File: config.mk
export PLATFORM = sky130hd
export DESIGN_NAME = fastq_record_parser
export DESIGN_NICKNAME = d
export VERILOG_FILES = /design/src/rtl/fqp_pkg.sv /design/src/rtl/fqp_core.sv /design/src/rtl/fqp_out_stage.sv /design/src/rtl/fastq_record_parser.sv
export SDC_FILE = /design/constraint.sdc
export NUM_CORES = 1
export LEC_CHECK = 0
export BUFFER_PORTS_ARGS = -buffer_cell sky130_fd_sc_hd__buf_2
export CELL_PAD_IN_SITES_DETAIL_PLACEMENT = 0
export CELL_PAD_IN_SITES_GLOBAL_PLACEMENT = 2
export CORE_UTILIZATION = 37
export DETAILED_ROUTE_END_ITERATION = 10
export PLACE_DENSITY = 0.88
export SLEW_MARGIN = 20
export SYNTH_ARGS = -nofsm -noshare
export SYNTH_HDL_FRONTEND = slang
export SYNTH_SLANG_ARGS = --single-unit
File: constraint.sdc
create_clock -name clk_i -period 4.5 [get_ports clk_i]
set_input_delay 0.45 -clock clk_i [delete_from_list [all_inputs] [get_ports clk_i]]
set_output_delay 0.45 -clock clk_i [all_outputs]
set_load 0.01 [all_outputs]
File: src/rtl/fqp_pkg.sv
package fqp_pkg;

  // input word: one text byte or an end-of-stream marker
  typedef struct packed {
    logic       op;
    logic [7:0] byte_in;
  } fqp_in_t;

  // output word: one character or a record end status
  typedef struct packed {
    logic [1:0]  kind;
    logic [7:0]  char_out;
    logic [1:0]  status;
    logic [15:0] base_total;
  } fqp_out_t;

  // result of one step, handed from the parse core to the output stage
  typedef struct packed {
    logic     valid;
    fqp_out_t word;
  } fqp_res_t;

  typedef enum logic [5:0] {
    PH_AWAIT   = 6'b000001,
    PH_HEADER  = 6'b000010,
    PH_BADSKIP = 6'b000100,
    PH_SEQ     = 6'b001000,
    PH_PLUS    = 6'b010000,
    PH_QUAL    = 6'b100000
  } fqp_phase_e;

  localparam logic OP_DATA = 1'b0;
  localparam logic OP_EOS  = 1'b1;

  localparam logic [1:0] KIND_HDR  = 2'd0;
  localparam logic [1:0] KIND_BASE = 2'd1;
  localparam logic [1:0] KIND_QUAL = 2'd2;
  localparam logic [1:0] KIND_END  = 2'd3;

  localparam logic [1:0] ST_OK       = 2'd0;
  localparam logic [1:0] ST_BADHDR   = 2'd1;
  localparam logic [1:0] ST_TRUNC    = 2'd2;
  localparam logic [1:0] ST_MISMATCH = 2'd3;

  localparam logic [7:0] CHAR_AT   = 8'h40;
  localparam logic [7:0] CHAR_PLUS = 8'h2B;
  localparam logic [7:0] CHAR_LF   = 8'h0A;
  localparam logic [7:0] CHAR_CR   = 8'h0D;

  localparam logic [15:0] BASE_TOTAL_MAX = 16'hFFFF;

endpackage

File: src/rtl/fqp_core.sv
module fqp_core import fqp_pkg::*; #(
  parameter int COUNT_BITS = 16
) (
  input  logic     clk_i,
  input  logic     rst_ni,
  input  logic     accept_i,
  input  fqp_in_t  word_i,
  output fqp_res_t res_o
);

  localparam int WideBits = COUNT_BITS + 16;

  fqp_phase_e            phase_q, phase_d;
  logic                  line_start_q, line_start_d;
  logic [COUNT_BITS-1:0] base_cnt_q, base_cnt_d;
  logic [COUNT_BITS-1:0] qual_cnt_q, qual_cnt_d;

  logic [COUNT_BITS-1:0] base_inc, qual_inc;
  logic [WideBits-1:0]   base_wide;
  logic [15:0]           base_total;
  logic                  cnt_equal, qual_done;
  logic [7:0]            b;

  assign b         = word_i.byte_in;
  assign base_inc  = (&base_cnt_q) ? base_cnt_q : base_cnt_q + COUNT_BITS'(1);
  assign qual_inc  = (&qual_cnt_q) ? qual_cnt_q : qual_cnt_q + COUNT_BITS'(1);
  assign base_wide = {16'd0, base_cnt_q};
  assign base_total = (base_wide > WideBits'(BASE_TOTAL_MAX)) ? BASE_TOTAL_MAX
                                                              : base_wide[15:0];
  assign cnt_equal = (qual_cnt_q == base_cnt_q);
  assign qual_done = (qual_cnt_q >= base_cnt_q);

  always_comb begin
    phase_d      = phase_q;
    line_start_d = line_start_q;
    base_cnt_d   = base_cnt_q;
    qual_cnt_d   = qual_cnt_q;
    res_o        = '0;

    if (word_i.op == OP_EOS) begin
      case (phase_q)
        PH_HEADER, PH_SEQ, PH_PLUS: begin
          res_o.valid           = 1'b1;
          res_o.word.kind       = KIND_END;
          res_o.word.status     = ST_TRUNC;
          res_o.word.base_total = base_total;
        end
        PH_QUAL: begin
          res_o.valid           = 1'b1;
          res_o.word.kind       = KIND_END;
          res_o.word.status     = cnt_equal ? ST_OK : ST_MISMATCH;
          res_o.word.base_total = base_total;
        end
        default: ;
      endcase
      // every end-of-stream leaves the parser between records
      phase_d      = PH_AWAIT;
      line_start_d = 1'b1;
      base_cnt_d   = '0;
      qual_cnt_d   = '0;
    end else if (b == CHAR_CR) begin
      // carriage return is invisible
    end else if (b == CHAR_LF) begin
      line_start_d = 1'b1;
      case (phase_q)
        PH_HEADER:  phase_d = PH_SEQ;
        PH_BADSKIP: phase_d = PH_AWAIT;
        PH_SEQ:     ;
        PH_PLUS: begin
          phase_d    = PH_QUAL;
          qual_cnt_d = '0;
        end
        PH_QUAL: begin
          if (qual_done) begin
            res_o.valid           = 1'b1;
            res_o.word.kind       = KIND_END;
            res_o.word.status     = cnt_equal ? ST_OK : ST_MISMATCH;
            res_o.word.base_total = base_total;
            phase_d               = PH_AWAIT;
            base_cnt_d            = '0;
            qual_cnt_d            = '0;
          end
        end
        default: begin
          // empty header line
          res_o.valid       = 1'b1;
          res_o.word.kind   = KIND_END;
          res_o.word.status = ST_BADHDR;
          phase_d           = PH_AWAIT;
          base_cnt_d        = '0;
          qual_cnt_d        = '0;
        end
      endcase
    end else begin
      line_start_d = 1'b0;
      case (phase_q)
        PH_HEADER: begin
          res_o.valid         = 1'b1;
          res_o.word.kind     = KIND_HDR;
          res_o.word.char_out = b;
        end
        PH_BADSKIP, PH_PLUS: ;
        PH_SEQ: begin
          if (line_start_q && (b == CHAR_PLUS)) begin
            phase_d = PH_PLUS;
          end else begin
            base_cnt_d          = base_inc;
            res_o.valid         = 1'b1;
            res_o.word.kind     = KIND_BASE;
            res_o.word.char_out = b;
          end
        end
        PH_QUAL: begin
          qual_cnt_d          = qual_inc;
          res_o.valid         = 1'b1;
          res_o.word.kind     = KIND_QUAL;
          res_o.word.char_out = b;
        end
        default: begin
          res_o.valid = 1'b1;
          base_cnt_d  = '0;
          qual_cnt_d  = '0;
          if (b == CHAR_AT) begin
            phase_d             = PH_HEADER;
            res_o.word.kind     = KIND_HDR;
            res_o.word.char_out = b;
          end else begin
            phase_d           = PH_BADSKIP;
            res_o.word.kind   = KIND_END;
            res_o.word.status = ST_BADHDR;
          end
        end
      endcase
    end
  end

  always_ff @(posedge clk_i or negedge rst_ni) begin
    if (!rst_ni) begin
      phase_q      <= PH_AWAIT;
      line_start_q <= 1'b1;
      base_cnt_q   <= '0;
      qual_cnt_q   <= '0;
    end else if (accept_i) begin
      phase_q      <= phase_d;
      line_start_q <= line_start_d;
      base_cnt_q   <= base_cnt_d;
      qual_cnt_q   <= qual_cnt_d;
    end
  end

`ifndef ASSERT_OFF
  a_eos_clears: assert property (@(posedge clk_i) disable iff (!rst_ni)
    (accept_i && (word_i.op == OP_EOS)) |=>
      (phase_q == PH_AWAIT) && (base_cnt_q == '0) && (qual_cnt_q == '0))
    else $error("end of stream did not return to awaiting header");

  a_hdr_lf_seq: assert property (@(posedge clk_i) disable iff (!rst_ni)
    (accept_i && (word_i.op == OP_DATA) && (b == CHAR_LF) && (phase_q == PH_HEADER)) |=>
      (phase_q == PH_SEQ) && line_start_q)
    else $error("header line end did not enter sequence lines");

  a_char_fields: assert property (@(posedge clk_i) disable iff (!rst_ni)
    (res_o.valid && (res_o.word.kind != KIND_END)) |->
      ((res_o.word.status == ST_OK) && (res_o.word.base_total == 16'd0)))
    else $error("character word carries status fields");
`endif

endmodule

File: src/rtl/fqp_out_stage.sv
module fqp_out_stage import fqp_pkg::*; (
  input  logic     clk_i,
  input  logic     rst_ni,
  input  logic     accept_i,
  input  fqp_res_t res_i,
  input  logic     out_stall_i,
  output logic     out_valid_o,
  output fqp_out_t out_word_o,
  output logic     free_o
);

  logic     valid_q, valid_d;
  fqp_out_t word_q;

  // room for a new word when empty or when the held word leaves now
  assign free_o = !valid_q || !out_stall_i;

  always_comb begin
    valid_d = valid_q;
    if (accept_i) begin
      valid_d = res_i.valid;
    end else if (!out_stall_i) begin
      valid_d = 1'b0;
    end
  end

  always_ff @(posedge clk_i or negedge rst_ni) begin
    if (!rst_ni) begin
      valid_q <= 1'b0;
    end else begin
      valid_q <= valid_d;
    end
  end

  always_ff @(posedge clk_i) begin
    if (accept_i && res_i.valid) begin
      word_q <= res_i.word;
    end
  end

  assign out_valid_o = valid_q;
  assign out_word_o  = word_q;

endmodule

File: src/rtl/fastq_record_parser.sv
// channel | direction | handshake              | word
// --------+-----------+------------------------+--------------------------------------
// in      | input     | in_valid_i / in_stall_o | fqp_in_t: op, byte_in
// out     | output    | out_valid_o / out_stall_i | fqp_out_t: kind, char_out, status, base_total
//
// one byte or end-of-stream word per cycle while in_stall_o is low; each accepted word
// yields zero or one output word in the next cycle, from the output register
// the parse state update and result select are one level of logic between the
// input handshake and the output register
// reset (rst_ni low, asynchronous) leaves the parser awaiting a record header
// with both counts zero and the output register empty
// in_stall_o rises only while a word sits in the output register and out_stall_i
// holds it; a word that yields no result still waits for that slot
module fastq_record_parser import fqp_pkg::*; #(
  parameter int COUNT_BITS = 16
) (
  input  logic     clk_i,
  input  logic     rst_ni,
  input  logic     in_valid_i,
  output logic     in_stall_o,
  input  fqp_in_t  in_word_i,
  output logic     out_valid_o,
  input  logic     out_stall_i,
  output fqp_out_t out_word_o
);

  logic     accept;
  logic     out_free;
  fqp_res_t res;

  // input stalls only when the output register is full and held
  assign in_stall_o = !out_free;
  assign accept     = in_valid_i && out_free;

  // phase, line start flag and saturating base/quality counters
  fqp_core #(
    .COUNT_BITS(COUNT_BITS)
  ) u_core (
    .clk_i   (clk_i),
    .rst_ni  (rst_ni),
    .accept_i(accept),
    .word_i  (in_word_i),
    .res_o   (res)
  );

  // result register toward the downstream side
  fqp_out_stage u_out (
    .clk_i      (clk_i),
    .rst_ni     (rst_ni),
    .accept_i   (accept),
    .res_i      (res),
    .out_stall_i(out_stall_i),
    .out_valid_o(out_valid_o),
    .out_word_o (out_word_o),
    .free_o     (out_free)
  );

`ifndef ASSERT_OFF
  a_stall_needs_word: assert property (@(posedge clk_i) disable iff (!rst_ni)
    in_stall_o |-> out_valid_o)
    else $error("input stalled with empty output register");

  a_result_lands: assert property (@(posedge clk_i) disable iff (!rst_ni)
    (accept && res.valid) |=> (out_valid_o && (out_word_o == $past(res.word))))
    else $error("result did not reach the output register");
`endif

endmodule
==> results.md <==
- HPWL after DPL: 7150 um
- H-tree levels: 3
- Die H: 105 um
- Worst Skew: 16.5 ps
- First DRT Iteration DRCs: 170
- Critical path endpoint category: flip-flop
- Synth Warn #: 0
- Area grow syn2layout: 14.4%
- CTS tree: built
- CP startpoint kind: flip-flop
- Synth area leader: dfrtp_1
- Pwr dens: 313 nW/um2
- Synth Cell Area: 3940 um2
- Routed Antenna Nets: 0
- Max clock buf depth: 2
- Post-synth top area share: 24.1%
- Max FO, Critical Path: 17
- Share of post-route cells with drive strength above 1: 15.8%
- Worst vdd ir: 0.128 mV
- Max-slew violation count: 0
- Crit path max-delay family: simple AND/OR/NAND/NOR gates
- Static leakage: 0.00184 uW
- Top cells by area, synth: dfrtp_1 (24%), edfxtp_1 (21%), ha_1 (5.7%)
- Via count: 3317
- Post-synth EDFFs: 28
- Setup TNS: 0 ps
- Tcrit/Tclk final: 81.8%
- RSZ-0062 raised after global routing: no
- CP bufs+invs: 1
- CTS Buf Count: 9
- Achievable Freq: 0.272 GHz
- Post-CTS sizing: 0
- Mapped Cells: 420
- Die width: 105 um
- Overall Global Routing Usage: 18.9%
- Initial antenna violation count: 0
- Top_reg_cell synth: dfrtp_1
- Req. time, crit path: 4750 ps
- Async set-reset flop share out of synthesis: 58.8%
- Global-route wire length before repair: 16200 um
- Worst-Margin Slew: 941 ps
- Hold Crit Class: primary input to asynchronous set/reset pin
- Final Power: 1410 uW
- DR DRC count: 0
- Final setup fails: 0
- Vias per inst: 5.49
- Nets: 494
- CP max stage cell: or4b_1
- Row cnt: 37
- Clock transition at the registers of the reported paths: 80 ps
- Rel. slew slack: 37.2%
- Number of port buffers: 42
- Largest net degree at the start of global routing: 41
- Grt total ovfl: 0
- Clk sinks: 68
- Min Tclk post-route: 3680 ps
- Crit path largest cell delay: 740 ps
- Routability Congestion: 0.844
- Syn_nets: 451
- Max cap viols: 0
- Routed len/inst: 16.0 um
- CTS Hold Bufs: 0
- Commonest non-fill, non-tap cell in the layout: nor2_1
- Post-CTS setup buffers: 0
- Initial core utilization: 38.2%
- Mapped Avg Cell Area: 9.38 um2
- Seq cells post-synth: 68
- Vias in the first global route: 3172
- Die area: 11100 um2
- I/O Pins: 43
- Core ar.: 10300 um2
- Sequential-to-total area share from yosys stat: 46.8%
- Final Routed Wirelength: 9690 um
- Initial DRT Pass Iterations: 4
- Yosys cell types: 56
- Status: finished clean
- Crit path kind: flip-flop to flip-flop
- Worst-path cell chain: inv_1, ha_1, nand4_1, nor4_1, nor4_1, nand4_1, or4b_1, or2_1, o31ai_1
- Most frequent cells in the layout: nor2_1 (53), buf_2 (42), dfrtp_1 (38), nand2_1 (37), edfxtp_1 (28)
- Final hold vios: 0
- Worst Path Arrival: 3930 ps
- Root buffer cell: clkbuf_8
- Clk_lat worst skew: 350 ps
- # diodes: 0
[kinds of logic after synthesis]
family	count (synthesis)	synth area share (%)
XOR/XNOR	2	0.445
AND/OR/NAND/NOR	190	25.1
AO/OA/AOI/OAI	97	15.7
flip-flops	68	46.8
buffers and inverters	37	4.13
multiplexers	8	2.16
adder cells (fa/ha/maj)	18	5.71
[sequential cells by signal (all words and copies together), names as in the netlist]
name / cells
u_out.out_word_o: 28
u_core.base_cnt_q: 16
u_core.qual_cnt_q: 16
u_core.phase_q: 6
u_core.line_start_q: 1
u_out.out_valid_o: 1
[where the power goes]
group          total [uW]  leakage [uW]  switching, uW  internal, uW
clock network         590      0.000111            244           347
registers             683      0.000816           11.4           672
logic                 138      0.000916           90.7          47.0
[metrics by stage]
stage	cell area, um2	utilization [%]	hold WS [ps]	worst slack (ps)	std cells
2_1_floorplan	3940	-	154	1010	420
3_3_place_gp	4270	41.4	488	1020	588
3_5_place_dp	4270	41.4	496	905	588
4_1_cts	4510	43.7	264	862	604
5_1_grt	4510	43.7	325	525	604
6_report	4510	43.7	224	821	604
[routing by layer]
metal	track usage, %	share of wire [%]	up-vias
met4	7.34	1.8	0
met5	0	0	-
met2	30.6	47	81
met3	2.84	3.9	15
met1	25.4	47	1592
li1	-	-	1629
[layout make-up]
class | instances | area, um2
clock inverter | 5 | 83.8
timing repair buffer | 45 | 233
clock buffer | 11 | 153
multi-input combinational | 315 | 1940
sequential | 68 | 1840
fill | 1007 | 5810
tap | 136 | 170
inverter | 24 | 90.1
[worst register-to-register path, cell delays in order, from the launching register on]
cell	delay [ps]
dfrtp_1	500
inv_1	110
ha_1	290
nand4_1	160
nor4_1	580
nor4_1	120
nand4_1	190
or4b_1	740
or2_1	560
o31ai_1	330
[synth_stat cells, types with 11 or more instances]
cell type  count
o21ai_0       25
and3_1        16
edfxtp_1      28
inv_1         24
o31ai_1       14
ha_1          18
a21oi_1       17
dfrtp_1       38
nor2_1        54
nand2_1       37
nand4_1       13
nand3_1       14
nor2b_1       11
o21ai_1       15
[path summary, 6_finish.rpt]
check	from	endpoint	slack [ps]	depth (start not counted)
max in group asynchronous	rst_ni	u_core.qual_cnt_q[10]	3660	1
setup reg to reg	u_core.base_cnt_q[8]	u_core.base_cnt_q[14]	820	9
hold reg to reg	u_core.base_cnt_q[15]	u_core.base_cnt_q[15]	520	1
setup / recovery	u_core.base_cnt_q[8]	u_core.base_cnt_q[14]	820	9
min in group clk_i	in_valid_i	u_out.out_valid_o	340	3
hold / removal	rst_ni	u_core.base_cnt_q[11]	220	1
Power figures use the tool's default switching activity.
